--- config.mk ---
export PLATFORM = sky130hd
export DESIGN_NAME = uuid_text_parser
export DESIGN_NICKNAME = d
export VERILOG_FILES = /design/src/rtl/uuid_pkg.sv /design/src/rtl/uuid_text_parser.sv
export VERILOG_INCLUDE_DIRS = /design/src /design/src/rtl
export SDC_FILE = /design/constraint.sdc
export NUM_CORES = 1
export LEC_CHECK = 0
export ABC_AREA = 1
export BUFFER_PORTS_ARGS = -buffer_cell sky130_fd_sc_hd__clkbuf_2
export CAP_MARGIN = 0
export CELL_PAD_IN_SITES_DETAIL_PLACEMENT = 0
export CELL_PAD_IN_SITES_GLOBAL_PLACEMENT = 1
export CORE_UTILIZATION = 40
export CTS_BUF_LIST = sky130_fd_sc_hd__clkbuf_4
export DETAILED_ROUTE_END_ITERATION = 10
export PLACE_DENSITY = 0.79
export SLEW_MARGIN = 15
export SYNTH_ARGS = -nofsm -noshare
export SYNTH_HDL_FRONTEND = slang
export SYNTH_SLANG_ARGS = --single-unit
--- constraint.sdc ---
create_clock -name clk -period 11.4 [get_ports clk]
set_input_delay 1.14 -clock clk [delete_from_list [all_inputs] [get_ports clk]]
set_output_delay 1.14 -clock clk [all_outputs]
set_load 0.005 [all_outputs]
--- src/rtl/uuid_text_parser_assert.svh ---
// ---------------------------------------------------------------------------
// uuid_text_parser_assert.svh
// Assertion macros for the UUID text parser; empty when SYNTH is defined.
// ---------------------------------------------------------------------------
`ifndef UUID_TEXT_PARSER_ASSERT_SVH
`define UUID_TEXT_PARSER_ASSERT_SVH
`ifndef SYNTH
// Same-cycle implication, checked out of reset
`define UTP_ASSERT_IMP(label, clk, rst_n, ante, cons) \
  label: assert property (@(posedge clk) disable iff (!rst_n) (ante) |-> (cons)) \
    else $error("uuid_text_parser: assertion failed");
// Next-cycle implication, checked out of reset
`define UTP_ASSERT_NXT(label, clk, rst_n, ante, cons) \
  label: assert property (@(posedge clk) disable iff (!rst_n) (ante) |=> (cons)) \
    else $error("uuid_text_parser: assertion failed");
`else
`define UTP_ASSERT_IMP(label, clk, rst_n, ante, cons)
`define UTP_ASSERT_NXT(label, clk, rst_n, ante, cons)
`endif
`endif

--- src/rtl/uuid_pkg.sv ---
// ---------------------------------------------------------------------------
// uuid_pkg
// Character codes, length limits and the hex digit decoder of the parser.
// ---------------------------------------------------------------------------
package uuid_pkg;

  localparam logic [7:0] CH_OPEN  = 8'h7B;
  localparam logic [7:0] CH_CLOSE = 8'h7D;
  localparam logic [7:0] CH_DASH  = 8'h2D;

  localparam logic [5:0] LEN_BRACED = 6'd38;
  localparam logic [5:0] LEN_PLAIN  = 6'd36;
  localparam logic [5:0] COUNT_MAX  = 6'd63;
  localparam logic [4:0] UUID_BYTES = 5'd16;

  typedef struct packed {
    logic       ok;
    logic [3:0] nib;
  } hex_digit_t;

  // decode one ASCII character as a hex digit
  function automatic hex_digit_t hex_decode(input logic [7:0] c);
    hex_digit_t d;
    d.ok  = 1'b1;
    d.nib = 4'd0;
    if (c >= 8'h30 && c <= 8'h39) begin
      d.nib = c[3:0];
    end else if ((c >= 8'h61 && c <= 8'h66) || (c >= 8'h41 && c <= 8'h46)) begin
      d.nib = c[3:0] + 4'd9;
    end else begin
      d.ok = 1'b0;
    end
    return d;
  endfunction

endpackage

--- src/rtl/uuid_text_parser.sv ---
// ---------------------------------------------------------------------------
// uuid_text_parser
// Parses the text form of a UUID, one character per word, into 128 bits.
// ---------------------------------------------------------------------------
// The block takes one character word per clock and answers each text, on
// the word flagged last_char, with one result word: valid_res and the
// 128-bit value (byte 0 in the top bits of value_high), all zero when the
// text does not parse. A leading '{' selects the braced form, which must
// be 38 characters and end in '}'; the plain form must be 36 characters.
// Hex pairs give the bytes, high nibble first, one '-' may follow any
// byte, and characters after the sixteenth byte are ignored. Throughput is
// one character per cycle with no gaps between texts; a last character
// passes through the input register and the single parse stage into the
// result register. Back-pressure on the result side stalls the input only
// once the result register is full and the parse stage holds a word.
`include "uuid_text_parser_assert.svh"

module uuid_text_parser (
  input  logic        clk,
  input  logic        rst_n,
  input  logic        in_valid,
  output logic        in_stall,
  input  logic [7:0]  in_char_code,
  input  logic        in_last_char,
  output logic        out_valid,
  input  logic        out_stall,
  output logic        out_valid_res,
  output logic [63:0] out_value_high,
  output logic [63:0] out_value_low
);

  // input register
  logic       in_v_r;
  logic [7:0] in_char_r;
  logic       in_last_r;

  // parse state
  logic [127:0] value_r,     value_nxt;
  logic [4:0]   bytes_r,     bytes_nxt;
  logic         phase_r,     phase_nxt;
  logic [3:0]   held_r,      held_nxt;
  logic [5:0]   char_cnt_r,  char_cnt_nxt;
  logic         brace_r,     brace_nxt;
  logic         after_r,     after_nxt;
  logic         err_r,       err_nxt;

  // result register
  logic        out_valid_r;
  logic        res_ok_r,  res_ok_nxt;
  logic [63:0] res_hi_r,  res_hi_nxt;
  logic [63:0] res_lo_r,  res_lo_nxt;

  logic               fire;
  uuid_pkg::hex_digit_t dig;

  // The parse stage fires when it holds a word and the result register can
  // take a new result (empty, or being emptied this cycle).
  assign fire     = in_v_r && (!out_valid_r || !out_stall);
  assign in_stall = in_v_r && !fire;

  assign dig = uuid_pkg::hex_decode(in_char_r);

  always_comb begin
    value_nxt    = value_r;
    bytes_nxt    = bytes_r;
    phase_nxt    = phase_r;
    held_nxt     = held_r;
    brace_nxt    = brace_r;
    after_nxt    = after_r;
    err_nxt      = err_r;
    char_cnt_nxt = (char_cnt_r == uuid_pkg::COUNT_MAX) ? char_cnt_r : char_cnt_r + 6'd1;
    res_ok_nxt   = 1'b0;
    res_hi_nxt   = 64'd0;
    res_lo_nxt   = 64'd0;

    if (char_cnt_r == 6'd0 && in_char_r == uuid_pkg::CH_OPEN) begin
      brace_nxt = 1'b1;
    end else if (!err_r && bytes_r < uuid_pkg::UUID_BYTES) begin
      after_nxt = 1'b0;
      // skip one dash straight after a completed byte
      if (!(after_r && in_char_r == uuid_pkg::CH_DASH)) begin
        if (!dig.ok) begin
          err_nxt = 1'b1;
        end else if (!phase_r) begin
          held_nxt  = dig.nib;
          phase_nxt = 1'b1;
        end else begin
          // bytes arrive in order, so shift each one in at the bottom
          value_nxt = {value_r[119:0], held_r, dig.nib};
          bytes_nxt = bytes_r + 5'd1;
          phase_nxt = 1'b0;
          held_nxt  = 4'd0;
          after_nxt = 1'b1;
        end
      end
    end

    if (in_last_r) begin
      res_ok_nxt = !err_nxt && bytes_nxt == uuid_pkg::UUID_BYTES;
      if (brace_nxt) begin
        res_ok_nxt = res_ok_nxt && char_cnt_nxt == uuid_pkg::LEN_BRACED
                     && in_char_r == uuid_pkg::CH_CLOSE;
      end else begin
        res_ok_nxt = res_ok_nxt && char_cnt_nxt == uuid_pkg::LEN_PLAIN;
      end
      res_hi_nxt = res_ok_nxt ? value_nxt[127:64] : 64'd0;
      res_lo_nxt = res_ok_nxt ? value_nxt[63:0]   : 64'd0;
      // clear everything for the next text
      value_nxt    = 128'd0;
      bytes_nxt    = 5'd0;
      phase_nxt    = 1'b0;
      held_nxt     = 4'd0;
      char_cnt_nxt = 6'd0;
      brace_nxt    = 1'b0;
      after_nxt    = 1'b0;
      err_nxt      = 1'b0;
    end
  end

  // input register: load whenever the stage is free or firing
  always_ff @(posedge clk) begin
    if (!rst_n) begin
      in_v_r <= 1'b0;
    end else if (!in_stall) begin
      in_v_r <= in_valid;
    end
  end

  always_ff @(posedge clk) begin
    if (in_valid && !in_stall) begin
      in_char_r <= in_char_code;
      in_last_r <= in_last_char;
    end
  end

  // parse state: advance on each fired word
  always_ff @(posedge clk) begin
    if (!rst_n) begin
      value_r    <= 128'd0;
      bytes_r    <= 5'd0;
      phase_r    <= 1'b0;
      held_r     <= 4'd0;
      char_cnt_r <= 6'd0;
      brace_r    <= 1'b0;
      after_r    <= 1'b0;
      err_r      <= 1'b0;
    end else if (fire) begin
      value_r    <= value_nxt;
      bytes_r    <= bytes_nxt;
      phase_r    <= phase_nxt;
      held_r     <= held_nxt;
      char_cnt_r <= char_cnt_nxt;
      brace_r    <= brace_nxt;
      after_r    <= after_nxt;
      err_r      <= err_nxt;
    end
  end

  // result register: load on a fired last character, drop once taken
  always_ff @(posedge clk) begin
    if (!rst_n) begin
      out_valid_r <= 1'b0;
    end else if (fire && in_last_r) begin
      out_valid_r <= 1'b1;
    end else if (!out_stall) begin
      out_valid_r <= 1'b0;
    end
  end

  always_ff @(posedge clk) begin
    if (fire && in_last_r) begin
      res_ok_r <= res_ok_nxt;
      res_hi_r <= res_hi_nxt;
      res_lo_r <= res_lo_nxt;
    end
  end

  assign out_valid      = out_valid_r;
  assign out_valid_res  = res_ok_r;
  assign out_value_high = res_hi_r;
  assign out_value_low  = res_lo_r;

  // a failed text carries a zero value
  `UTP_ASSERT_IMP(a_invalid_zero, clk, rst_n, out_valid_r && !res_ok_r,
                  res_hi_r == 64'd0 && res_lo_r == 64'd0)
  // never more than sixteen bytes collected
  `UTP_ASSERT_IMP(a_bytes_bound, clk, rst_n, 1'b1, bytes_r <= uuid_pkg::UUID_BYTES)
  // the state is clear after a text ends
  `UTP_ASSERT_NXT(a_clear_after_last, clk, rst_n, fire && in_last_r,
                  char_cnt_r == 6'd0 && bytes_r == 5'd0 && !err_r)
  // input stalls only with a word held behind a full, stalled result
  `UTP_ASSERT_IMP(a_stall_cause, clk, rst_n, in_stall,
                  in_v_r && out_valid_r && out_stall)

endmodule
======== Word-level counts from Yosys, hierarchy flattened ========
Cells that the tools add are included.
word-level totals
  bits in registers ....................... 287
  bits of input ports ..................... 13
  output and inout port bits .............. 131
  logic and storage cells ................. 110
cells by class
  add/subtract/negate cells ............... 3
  magnitude comparators ................... 7
  equal/unequal tests ..................... 10
  multiplexer cells ....................... 47
  reductions and logical operators ........ 28
operators by type and width
  cell                                                                count
  2-to-1 mux 128 bit                                                  6
  2-to-1 mux 4 bit                                                    8
  2-to-1 mux 5 bit                                                    6
  2-to-1 mux 1 bit                                                    25
  equality test 6 bit (second input constant)                         3
  equality test 8 x 7 -> 1 bit (second input constant)                2
  greater-or-equal comparator 8 x 7 -> 1 bit (second input constant)  2
  <= comparator 8 x 7 -> 1 bit (second input constant)                2
  logical AND 1 bit                                                   14
  2-to-1 mux 6 bit                                                    2
  equality test 8 x 6 -> 1 bit (second input constant)                1
  greater-or-equal comparator 8 x 6 -> 1 bit (second input constant)  1
  <= comparator 8 x 6 -> 1 bit (second input constant)                1
  adder 6 x 1 -> 6 bit (second input constant)                        1
  logical NOT 1 bit                                                   6
  logical NOT 6 bit                                                   1
  adder 5 x 1 -> 5 bit (second input constant)                        1
  equality test 5 bit (second input constant)                         1
  less-than comparator 5 bit (second input constant)                  1
  AND reduction 5 bit                                                 1
  adder 4 bit (second input constant)                                 1
  != test 2 bit (second input constant)                               2
  nonzero test 2 bit                                                  2
  AND reduction 3 bit                                                 1
  other kinds (3)                                                     4

======== Longest topological paths before layout ========
Gate-level depths: netlist of run 1.
  depth in word-level cells ............... 16
  gate-level depth with buffers ........... 17
  gate-level depth less buffers ........... 14

======== Worst setup path before layout of run 1 ========
Ideal clock, no wire load.
  path kind ............................... input to register
  start ................................... input out_stall
  end ..................................... register held_r[0]
  library setup time ...................... 0.132 ns
  arrival ................................. 7.999 ns
  data required time ...................... 11.268 ns
  setup slack ............................. 3.269 ns
  stages on the path ...................... 8
  buffers on the path ..................... 0
  path through ............................ nand2_1 > inv_1 > nor2_1 > inv_1 > nor2_1 > nor2_1 > nand2_1 > a21oi_1
on the way
  word-level cells in the longest chain between the ends .. 4
ends and longest elaborated chain
  element                               RTL line                 RTL
  from (decl)                           uuid_text_parser.sv:26   input logic out_stall,
  logical NOT 1 bit                     n/a
  logical OR 1 bit                      uuid_text_parser.sv:58   assign fire = in_v_r && (!out_valid_r || !out_stall);
  logical AND 1 bit                     uuid_text_parser.sv:58
  AND reduction 5 bit (no source line)  n/a
  to (signal assigned)                  uuid_text_parser.sv:151  held_r <= held_nxt;
  to (decl)                             uuid_text_parser.sv:41   logic [3:0] held_r, held_nxt;
Every way passes these cells.
A chain may end at the register's enable or synchronous reset.

======== Worst setup path after layout of run 1 ========
  start ................................... register in_char_r[1]
  end ..................................... register res_hi_r[10], in the netlist out_value_high[10], data pin
on the way
  word-level cells in the longest chain between the ends .. 16
  elaborated cells between the ends (all ways) .. 39
  classes of those cells .................. 6 x order compare; 4 x eq/ne; 17 x mux; 12 x reduce/logical
ends and longest elaborated chain
  element                                                                                            RTL line                 RTL
  from (decl)                                                                                        uuid_text_parser.sv:34   logic [7:0] in_char_r;
  from (signal assigned)                                                                             uuid_text_parser.sv:131  in_char_r <= in_char_code;
  greater-or-equal comparator 8 x 7 -> 1 bit / <= comparator 8 x 7 -> 1 bit (equally long branches)  uuid_pkg.sv:28           end else if ((c >= 8'h61 && c <= 8'h66) || (c >= 8'h41 && c <= 8'h46)) begin
  logical AND 1 bit                                                                                  uuid_pkg.sv:28
  logical OR 1 bit                                                                                   uuid_pkg.sv:28
  2-to-1 mux 1 bit                                                                                   uuid_pkg.sv:28
  2-to-1 mux 1 bit                                                                                   uuid_pkg.sv:26           if (c >= 8'h30 && c <= 8'h39) begin
  2-to-1 mux 5 bit / 2-to-1 mux 1 bit (equally long branches)                                        uuid_text_parser.sv:82   if (!dig.ok) begin
  2-to-1 mux 5 bit / 2-to-1 mux 1 bit (equally long branches)                                        uuid_text_parser.sv:81   if (!(after_r && in_char_r == uuid_pkg::CH_DASH)) begin
  2-to-1 mux 5 bit / 2-to-1 mux 1 bit (equally long branches)                                        uuid_text_parser.sv:78   end else if (!err_r && bytes_r < uuid_pkg::UUID_BYTES) begin
  2-to-1 mux 5 bit / 2-to-1 mux 1 bit (equally long branches)                                        uuid_text_parser.sv:76   if (char_cnt_r == 6'd0 && in_char_r == uuid_pkg::CH_OPEN) begin
  equality test 5 bit / logical NOT 1 bit (equally long branches)                                    uuid_text_parser.sv:99   res_ok_nxt = !err_nxt && bytes_nxt == uuid_pkg::UUID_BYTES;
  logical AND 1 bit                                                                                  uuid_text_parser.sv:99
  logical AND 1 bit                                                                                  uuid_text_parser.sv:101  res_ok_nxt = res_ok_nxt && char_cnt_nxt == uuid_pkg::LEN_BRACED
  logical AND 1 bit                                                                                  uuid_text_parser.sv:102  && in_char_r == uuid_pkg::CH_CLOSE;
  2-to-1 mux 1 bit                                                                                   uuid_text_parser.sv:100  if (brace_nxt) begin
  2-to-1 mux 1 bit                                                                                   uuid_text_parser.sv:98   if (in_last_r) begin
  AND reduction 2 bit (no source line)                                                               n/a
  to (signal assigned)                                                                               uuid_text_parser.sv:173  res_hi_r <= res_hi_nxt;
  to (decl)                                                                                          uuid_text_parser.sv:50   logic [63:0] res_hi_r, res_hi_nxt;
Parallel ways exist; a longest one is shown, timed or not. The select of a mux whose other input is x is not followed.

==> impl_metrics.csv, run 1 <==
group,metric,value,unit
clocking,cts_setup_buffers,0,
worst_setup_path,path_max_fanout,106,
logic_synthesis,syn-num-nets,1397,
sta,fin_skew,52.1,ps
power_and_ir_drop,leakagePower,5.62,nW
worst_setup_path,crit_chain,"inv_1, ha_1, nor2_1, nand2_1, nand3_2, nand2_2, inv_2, nor2_4, buf_4, nand2_1, xor2_1, nand3_4, buf_4, nor2_1",
logic_synthesis,async_flop_share,0,%
logic_synthesis,synth_fa_ha_area_share,0.595,%
detailed_routing,drc,16,
logic_synthesis,synth_top_family_by_area,"simple AND/OR/NAND/NOR gates",
die,pin_count,144,
logic_synthesis,syn_area_per_cell,9.16,um^2
clocking,cts_made_buffers,78,
cells_and_area,layout_common_cells,"nand2_1, nor2_1, dfxtp_1",
die,core-area,30800,um^2
logic_synthesis,yosys_most_used_dff,"dfxtp_1",
sta,holdWs,463,ps
flow_run,maxCapViolations,0,
cells_and_area,stdcell_count,1969,
sta,tightest_slew,1100,ps
cells_and_area,n_fill_cell,2956,
die,die_h,180,um
clocking,cts_tree,"yes",
cells_and_area,area_growth,15.3,%
clocking,htree_levels,3,
cells_and_area,fin_nets,1528,
worst_setup_path,crit_family,"buffers and inverters",
logic_synthesis,synth_compound_area_share,18.5,%
global_route,grt_usage,18.3,%
clocking,numClockSinks,287,
sta,fin_crit_sh,41.3,%
detailed_routing,first_iter_violations,846,
global_route,grt_pass1_wl,48.6,mm
power_and_ir_drop,ir_drop,0.0000658,V
die,start_util,40.9,%
detailed_routing,antenna_left,0,
worst_setup_path,slowest_stage,"buf_4",
place,gp_congestion,0.775,
place,dp_hpwl,17.4,mm
clocking,ctsHoldBuffers,0,
logic_synthesis,syn_inst,1378,
logic_synthesis,yosysWarnings,0,
worst_setup_path,end_kind,"register",
detailed_routing,wirelength,29.9,mm
logic_synthesis,synthMuxAreaShare,0,%
die,dieWidth,180,um
global_route,gr-total-overflow,0,
detailed_routing,drtPass1Iterations,9,
logic_synthesis,synth_edf_count,138,
worst_setup_path,critPathKind,"reg -> reg",
sta,drv_slew,0,
worst_setup_path,slowest_delay,830,ps
global_route,first_global_vias,9491,
logic_synthesis,synth_cell_type_count,32,
power_and_ir_drop,power.density,145,nW/um^2
cells_and_area,mostFrequentLayoutCell,"nand2_1",
worst_setup_path,worstPathRequired,11750,ps
min_path,hp-class,"reg -> reg",
logic_synthesis,synth-xor-area-share,0.416,%
die,num_rows,64,
sta,fin_crit,4710,ps
power_and_ir_drop,total_power,0.00211,W
sta,finalHoldViolCount,0,
cells_and_area,regArea,7130,um^2
die,die-area,32300,um^2
logic_synthesis,syn_area,12600,um^2
clocking,cts_resized,0,
clocking,path_clk_slew,60,ps
status,outcome,"finished, violations left",
clocking,clock_latency,690,ps
global_route,grt_max_degree,107,
global_route,antenna_found_initial,1,
detailed_routing,viasPerCell,5.16,
logic_synthesis,synth-seq-cells,287,
place,place_inst,1824,
logic_synthesis,yosysSeqAreaShare,56.5,%
sta,rsz0062_at_grt,"false",
clocking,clk_path_buf_depth,3,
place,portBuffers,143,
worst_setup_path,critical_path_arrival,5060,ps
logic_synthesis,yosys.area_share.simple,18.9,%
detailed_routing,num_vias,10152,
cells_and_area,drive_above_1_share,27.2,%
detailed_routing,routedWlPerCell,15.2,um
sta,totalNegativeSetupSlack,0,ps
status,violations,"design-rule violations",
sta,slew_headroom,26.6,%
cells_and_area,multi_input_comb_area,4890,um^2
clocking,cts-root-buf,"clkbuf_4",
worst_setup_path,start_kind,"register",
worst_setup_path,crit_buf_inv,4,
sta,fmax,212,MHz
sta,setup_viol,0,
## flip-flops by register name, indices dropped and copies added (netlist names), 4 cells and up
| register | count |
|---|---|
| in_char_r | 8 |
| char_cnt_r | 6 |
| held_r | 4 |
| bytes_r | 5 |
| value_r | 128 |
| out_value_high | 64 |
| out_value_low | 64 |
## per-stage QoR
step	worst slack [ps]	area, um^2	utilization [%]
floorplan	3270	12600	-
global placement	6500	13500	43.6
detailed placement	6350	13500	43.6
CTS	6610	14500	47.1
global route	6210	14600	47.2
finish	6690	14600	47.2
## routing by layer
metal	GRT usage [%]	vias to the layer above	wire length, um
met5	0	-	0
met4	6.66	0	602
met3	4.42	48	1670
met2	27.7	268	13300
met1	25.5	4741	14400
li1	-	5095	-
## tightest hold or removal path, delay by kind of cell (launching register included)
| family | cells | cell delay (ps) |
|---|---|---|
| AO/OA/AOI/OAI | 1 | 50 |
| flip-flops | 1 | 310 |
| AND/OR/NAND/NOR | 1 | 60 |
## power breakdown
group | switching (W) | internal [W] | leakage (nW)
registers | 0.00000415 | 0.00108 | 2.70
clock network | 0.000432 | 0.000538 | 0.642
logic | 0.0000450 | 0.0000114 | 2.29
## worst paths after layout
kind | startpoint | end | slack (ps) | depth (start not counted)
hold reg to reg | value_r[127]$_SDFFE_PN0P_ | value_r[127]$_SDFFE_PN0P_ | 460 | 2
setup / recovery | in_char_r[1]$_DFFE_PP_ | out_value_high[10]$_SDFFCE_PN0P_ | 6690 | 14
setup reg to reg | in_char_r[1]$_DFFE_PP_ | out_value_high[10]$_SDFFCE_PN0P_ | 6690 | 14
hold / removal | value_r[127]$_SDFFE_PN0P_ | value_r[127]$_SDFFE_PN0P_ | 460 | 2
## cell usage after synthesis, drive strengths merged, types with 2 or more instances
library cell / n / area, um^2
nand2: 222 / 838
nor2: 160 / 611
dfxtp: 149 / 2980
a21oi: 145 / 729
edfxtp: 138 / 4140
o21ai: 131 / 656
o211ai: 123 / 923
or2: 122 / 763
clkbuf: 73 / 274
inv: 41 / 154
buf: 29 / 220
nand3: 23 / 135
ha: 6 / 75.1
xor2: 5 / 43.8
nand3b: 2 / 15.0
nand4: 2 / 12.5
nor3: 2 / 10.0
## cell type report
type | count | area share [%]
well taps | 396 | 3.40
clock inverters | 20 | 0.980
repair buffers | 153 | 5.60
flip-flops and latches | 287 | 49.0
multi-input cells | 948 | 33.6
clock buffers | 123 | 6.34
inverters | 41 | 1.09
diodes | 1 | 0.0172
## logic make-up after synthesis
| group | after synthesis |
|---|---|
| xor+xnor | 6 |
| buf+inv | 143 |
| fa+ha+maj | 6 |
| simple gates | 534 |
| flops | 287 |
| compound gates | 402 |
Note: power is estimated with default switching activity, not from simulation.
==> run 2, diff against run 1 <==
Settings changed: PLACE_DENSITY 0.79 to 0.82.
Clock period 11.4 ns to 4.3 ns, I/O delays scaled along.
==> run 2 against run 1 <==
  * The flow still finishes with violations (design-rule violations)
  * Core utilization up 0.79 points
  * Total power rose to 2.7 times the previous value
  * Worst setup slack worse by 5300 ps
  * Via count up 0.63%
  * Global-route usage up 0.37 points
  * Worst hold slack worse by 330 ps
  * Highest routed layer unchanged
==> impl_metrics.csv, run 2 (synthesis gave the netlist of run 1 again) <==
group,metric,value,unit
cells_and_area,utilization,48.0,%
clocking,cts_resized,0,
status,outcome,"finished, violations left",
worst_setup_path,critPathKind,"reg -> reg",
global_route,grt_util_met2,30.6,%
clocking,ctsHoldBuffers,11,
power_and_ir_drop,clock_power_share,45.8,%
global_route,use_met1,24.8,%
clocking,path_clk_slew,60,ps
cells_and_area,drive_above_1_share,27.1,%
worst_setup_path,slowest_stage,"buf_4",
die,die-area,32300,um^2
place,dp_hpwl,17.2,mm
detailed_routing,antenna_left,0,
cells_and_area,fin_nets,1543,
clocking,cts_tree,"yes",
global_route,busiest_layer,"met2",
worst_setup_path,crit_family,"simple AND/OR/NAND/NOR gates",
die,die_h,180,um
detailed_routing,drtPass1Iterations,10,
global_route,grt.met3_usage,3.97,%
global_route,grt_max_degree,246,
sta,rsz0062_at_grt,"false",
power_and_ir_drop,switchingPower,0.00128,W
clocking,clk_path_buf_depth,3,
power_and_ir_drop,total_power,0.00563,W
die,start_util,40.9,%
flow_run,maxCapViolations,0,
min_path,min_from,"out_stall",
sta,finalHoldViolCount,0,
place,portBuffers,143,
min_path,hp-class,"in -> reg",
power_and_ir_drop,pwr-share-comb,3.0,%
sta,fin_crit,2880,ps
worst_setup_path,path_max_fanout,43,
worst_setup_path,end_kind,"register",
power_and_ir_drop,p_sw_share,22.7,%
clocking,cts_setup_buffers,0,
clocking,numClockSinks,287,
sta,setup_viol,0,
sta,fin_skew,71.9,ps
die,dieWidth,180,um
power_and_ir_drop,p_seq_share,51.2,%
place,gp_congestion,0.799,
clocking,htree_levels,3,
sta,drv_slew,0,
cells_and_area,layout_common_cells,"nand2_1, nor2_1, dfxtp_1",
worst_setup_path,worstReg2RegStart,"in_char_r[0]$_DFFE_PP_",
cells_and_area,mostFrequentLayoutCell,"nand2_1",
sta,slew_headroom,19.4,%
cells_and_area,largest_register_ffs,128,
global_route,gr-total-overflow,0,
worst_setup_path,crit_buf_inv,3,
worst_setup_path,slowest_delay,470,ps
power_and_ir_drop,power.density,381,nW/um^2
detailed_routing,drc,7,
global_route,first_global_vias,9865,
detailed_routing,first_iter_violations,814,
sta,totalNegativeSetupSlack,0,ps
clocking,cts-root-buf,"clkbuf_4",
die,pin_count,144,
clocking,clock_latency,710,ps
worst_setup_path,worstPathRequired,4680,ps
detailed_routing,num_vias,10216,
clocking,cts_made_buffers,78,
cells_and_area,regMostFlops,"value_r",
detailed_routing,routedWlPerCell,15.1,um
die,num_rows,64,
power_and_ir_drop,leakagePower,5.72,nW
sta,fin_crit_sh,67.0,%
detailed_routing,viasPerCell,5.14,
global_route,grt_pass1_wl,49.6,mm
power_and_ir_drop,ir_drop,0.000182,V
detailed_routing,wirelength,30.0,mm
cells_and_area,n_fill_cell,2956,
worst_setup_path,critical_path_arrival,3260,ps
sta,tightest_slew,1210,ps
status,violations,"design-rule violations",
cells_and_area,area_growth,17.2,%
sta,fmax,347,MHz
global_route,antenna_found_initial,2,
die,core-area,30800,um^2
worst_setup_path,crit_chain,"inv_1, ha_1, nor2_1, nand2_1, nand3_2, nand2_2, inv_2, nor2_4, nand2_1, xor2_1, nand3_4, buf_4, nor2_1",
power_and_ir_drop,internal_power,0.00435,W
worst_setup_path,start_kind,"register",
worst_setup_path,critical_path.startpoint,"in_char_r[0]$_DFFE_PP_",
global_route,grt_usage,18.7,%
==> run 2: cell count changes in the layout (fill, tap and decap cells not counted), moves of 2 or more <==
| cell | change |
|---|---|
| buf_12 | +8 |
| dlygate4sd3_1 | +11 |
| clkinv_2 | -2 |
| clkinv_1 | +3 |
| buf_4 | -3 |
==> run 2: cell type report <==
class / count / area [um^2] / share of cell area, %
diodes: 2 / 5.00 / 0.0338
clock buffers: 124 / 931 / 6.29
clock inverters: 22 / 156 / 1.06
inverters: 41 / 159 / 1.07
multi-input cells: 948 / 4890 / 33.0
flip-flops and latches: 287 / 7130 / 48.2
well taps: 396 / 495 / 3.35
repair buffers: 168 / 1030 / 6.99
==> run 2: power groups by stage <==
stage | Sequential (W) | Clock (W) | Combinational [W]
4_1_cts | 0.00288 | 0.00267 | 0.000170
3_5_place_dp | 0.00294 | 0 | 0.000162
2_1_floorplan | 0.00294 | 0 | 0.0000961
5_1_grt | 0.00288 | 0.00281 | 0.000184
3_3_place_gp | 0.00294 | 0 | 0.000162
6_report | 0.00288 | 0.00258 | 0.000168
==> run 2: worst paths after layout <==
check	endpoint	slack, ps	cells past startpoint
setup reg to reg	out_value_low[25]$_SDFFCE_PN0P_	1420	13
setup / recovery	out_value_low[25]$_SDFFCE_PN0P_	1420	13
hold / removal	out_valid$_SDFFE_PN0P_	140	5
hold reg to reg	value_r[125]$_SDFFE_PN0P_	460	2
==> run 2: metrics by stage <==
step | cell area [um^2] | instances | hold slack [ps] | setup WS [ps]
6_report | 14800 | 1988 | 137 | 1420
5_1_grt | 14800 | 1988 | 113 | 1170
4_1_cts | 14800 | 1986 | 65.9 | 1230
3_5_place_dp | 13600 | 1829 | 455 | 1230
3_3_place_gp | 13600 | 1829 | 446 | 1230
2_1_floorplan | 12600 | 1378 | 441 | 789
==> run 2: worst register-to-register path, cell delays in order (launching register included) <==
cell	delay [ps]
edfxtp_1	450
inv_1	110
ha_1	170
nor2_1	50
nand2_1	70
nand3_2	120
nand2_2	170
inv_2	80
nor2_4	190
nand2_1	130
xor2_1	180
nand3_4	250
buf_4	480
nor2_1	150
==> run 2: routing by layer <==
metal / wire length, um / part of all wire (%)
met1: 14200 / 47
met2: 13900 / 46
met3: 1500 / 5.0
met4: 410 / 1.4
met5: 0 / 0
==> run 3, diff against run 2 <==
Settings changed: ABC_AREA 1 to 0, PLACE_DENSITY 0.82 to 0.75.
Clock period 4.3 ns to 2.9 ns, I/O delays scaled along.
==> run 3 against run 2 <==
  * The flow now finishes without violations
  * Clock power is 50% higher
  * Design area grew 3.6%
  * First-iteration DRC count shrank 26%
  * Non-clock buffer count is 47 higher
  * Total power grew 48%
  * Sequential share of layout area down 1.7 points
  * Count of clock-buffer cells in the layout up 5
  * Maximum frequency is 3.4% higher
  * Die area shrank 0.89%
  * Clock skew down 25 ps
==> impl_metrics.csv, run 3 <==
group,metric,value,unit
sta,fin_skew,47.1,ps
logic_synthesis,synth_cell_type_count,60,
detailed_routing,drc,0,
clocking,clock_latency,680,ps
detailed_routing,antenna_left,0,
logic_synthesis,syn_area,12500,um^2
place,dp_hpwl,18.1,mm
sta,drv_slew,0,
logic_synthesis,syn-num-nets,937,
worst_setup_path,start_kind,"register",
global_route,antenna_found_initial,1,
power_and_ir_drop,switchingPower,0.00184,W
detailed_routing,wirelength,29.7,mm
worst_setup_path,path_max_fanout,26,
logic_synthesis,synth-seq-cells,287,
die,pin_count,144,
place,portBuffers,143,
worst_setup_path,worstPathRequired,3280,ps
flow_run,maxCapViolations,0,
power_and_ir_drop,power.density,545,nW/um^2
sta,tightest_slew,818,ps
power_and_ir_drop,p_sw_share,22.0,%
logic_synthesis,yosysWarnings,0,
clocking,path_clk_slew,60,ps
logic_synthesis,async_flop_share,0,%
cells_and_area,stdcell_count,1588,
clocking,cts_made_buffers,79,
power_and_ir_drop,pwr-share-comb,2.6,%
detailed_routing,routedWlPerCell,18.7,um
clocking,htree_levels,3,
detailed_routing,num_vias,8601,
global_route,grt_pass1_wl,46.8,mm
cells_and_area,fin_nets,1144,
worst_setup_path,critical_path_arrival,3170,ps
logic_synthesis,syn_area_per_cell,13.6,um^2
sta,fin_crit_sh,96.1,%
cells_and_area,final_area,15300,um^2
cells_and_area,area_growth,22.6,%
die,start_util,40.8,%
die,num_rows,64,
place,pre_cts_slack,45.8,ps
place,gp_congestion,0.789,
cells_and_area,utilization,50.0,%
power_and_ir_drop,total_power,0.00836,W
logic_synthesis,synth_top_cell_by_area,"edfxtp_1",
cells_and_area,mostFrequentLayoutCell,"dfxtp_1",
sta,setup_slack,112,ps
place,place_area,14100,um^2
min_path,hp-class,"in -> reg",
cells_and_area,largest_register_ffs,128,
logic_synthesis,syn_inst,918,
power_and_ir_drop,clock_power_share,46.4,%
status,outcome,"complete, no violations",
global_route,gr-total-overflow,0,
logic_synthesis,ys_top_cells_by_count,"dfxtp_1, edfxtp_1, a22o_1, mux2i_1, nor4_2",
cells_and_area,regMostFlops,"value_r",
die,core-area,30700,um^2
global_route,grt_max_degree,130,
worst_setup_path,end_kind,"register",
clocking,clk_path_buf_depth,3,
power_and_ir_drop,p_seq_share,51.1,%
logic_synthesis,synth_edf_count,138,
worst_setup_path,critPathKind,"reg -> reg",
die,dieWidth,179,um
detailed_routing,viasPerCell,5.42,
sta,fin_crit,2790,ps
sta,slew_headroom,45.5,%
cells_and_area,layout_common_cells,"dfxtp_1, clkbuf_2, edfxtp_1",
clocking,cts-root-buf,"clkbuf_4",
cells_and_area,drive_above_1_share,39.5,%
cells_and_area,n_fill_cell,2711,
clocking,numClockSinks,287,
detailed_routing,drtPass1Iterations,5,
die,die-area,32000,um^2
logic_synthesis,yosysMostFrequentCell,"dfxtp_1",
sta,rsz0062_at_grt,"true",
global_route,grt_usage,18.8,%
sta,finalHoldViolCount,0,
global_route,first_global_vias,8534,
logic_synthesis,yosys_most_used_dff,"dfxtp_1",
place,place_inst,1426,
detailed_routing,first_iter_violations,604,
die,die_h,179,um
power_and_ir_drop,leakagePower,6.46,nW
logic_synthesis,yosys.area.top_type_share,33.1,%
logic_synthesis,yosysSeqAreaShare,57.0,%
sta,fmax,359,MHz
sta,setup_viol,0,
clocking,cts_tree,"yes",
power_and_ir_drop,internal_power,0.00651,W
power_and_ir_drop,ir_drop,0.000255,V
logic_synthesis,synthTopCellsByArea,"edfxtp_1, dfxtp_1, nor4_2",
## run 3: cell types whose count changed in the layout (fill, tap and decap cells not counted), sizes merged, moves of 7 or more
cell	before	now
mux2i	0	128
nand3	23	11
o211ai	123	1
buf	14	59
nor4	0	128
o21ai	131	8
or2	122	1
a21oi	145	13
nand2	222	11
nor2	160	20
inv	42	10
a31oi	0	7
a22o	0	133
## run 3: per-layer routing
layer / share of wire (%) / up-vias / global-route usage [%] / routed length [um]
li1: - / 4117 / - / -
met1: 46 / 4199 / 25.8 / 13700
met2: 47 / 254 / 29.3 / 14000
met3: 4.9 / 31 / 3.82 / 1470
met4: 1.6 / 0 / 6.64 / 476
met5: 0 / - / 0 / 0
## run 3: final timing paths
check,to,startpoint,cells past startpoint,slack (ps)
max,out_value_high[50]$_SDFFCE_PN0P_,in_char_r[0]$_DFFE_PP_,9,110
min,in_char_r[7]$_DFFE_PP_,in_char_code[7],2,370
max reg2reg,out_value_high[50]$_SDFFCE_PN0P_,in_char_r[0]$_DFFE_PP_,9,110
min reg2reg,value_r[127]$_SDFFE_PN0P_,value_r[127]$_SDFFE_PN0P_,1,480
## run 3: layout make-up
type | count | area [um^2] | share of cell area (%)
well taps | 396 | 495 | 3.23
diodes | 1 | 2.50 | 0.0163
clock buffers | 129 | 968 | 6.32
clock inverters | 18 | 130 | 0.849
repair buffers | 215 | 1600 | 10.5
multi-input cells | 533 | 4970 | 32.4
inverters | 9 | 33.8 | 0.220
flip-flops and latches | 287 | 7130 | 46.5
## run 3: stage by stage
step	hold slack [ps]	setup TNS, ps
after floorplan	389	0
after global placement	462	0
after detailed placement	466	0
after CTS	298	0
after global routing	319	-24.3
final	367	0
## run 3: what timing repair did
item | 4_1_cts | 5_1_grt
buffers inserted | 0 | 1
endpoints found under the setup margin | 0 | 71
endpoints found under the hold margin | 12 | 0
hold buffers | 12 | 0
resized for setup | 0 | 2
## run 3: kinds of logic (layout without fill, tap and decap cells)
logic type,Yosys count,after routing,synth area share (%)
DFF,287,287,57.0
and+or+nand+nor,213,213,15.8
AOI/OAI and AO/OA,182,182,12.1
muxes,129,129,10.3
buffers and inverters,98,371,3.98
adders and majority gates,6,6,0.600
xor gates and xnor gates,3,3,0.210
other,0,1,0
## run 3: power by group through the flow
stage	registers [W]	clock network [W]	logic (W)
floorplan	0.00435	0	0.000113
global placement	0.00436	0	0.000201
detailed placement	0.00436	0	0.000202
CTS	0.00427	0.00400	0.000215
global route	0.00427	0.00423	0.000235
finish	0.00427	0.00387	0.000214
## run 3: critical path, cell delays in order, from the launching register on
cell	delay, ps
edfxtp_1	430
inv_1	100
ha_1	170
or3b_2	480
and3_1	240
o21ai_4	230
mux2i_4	340
buf_12	260
buf_12	190
nor4_2	60
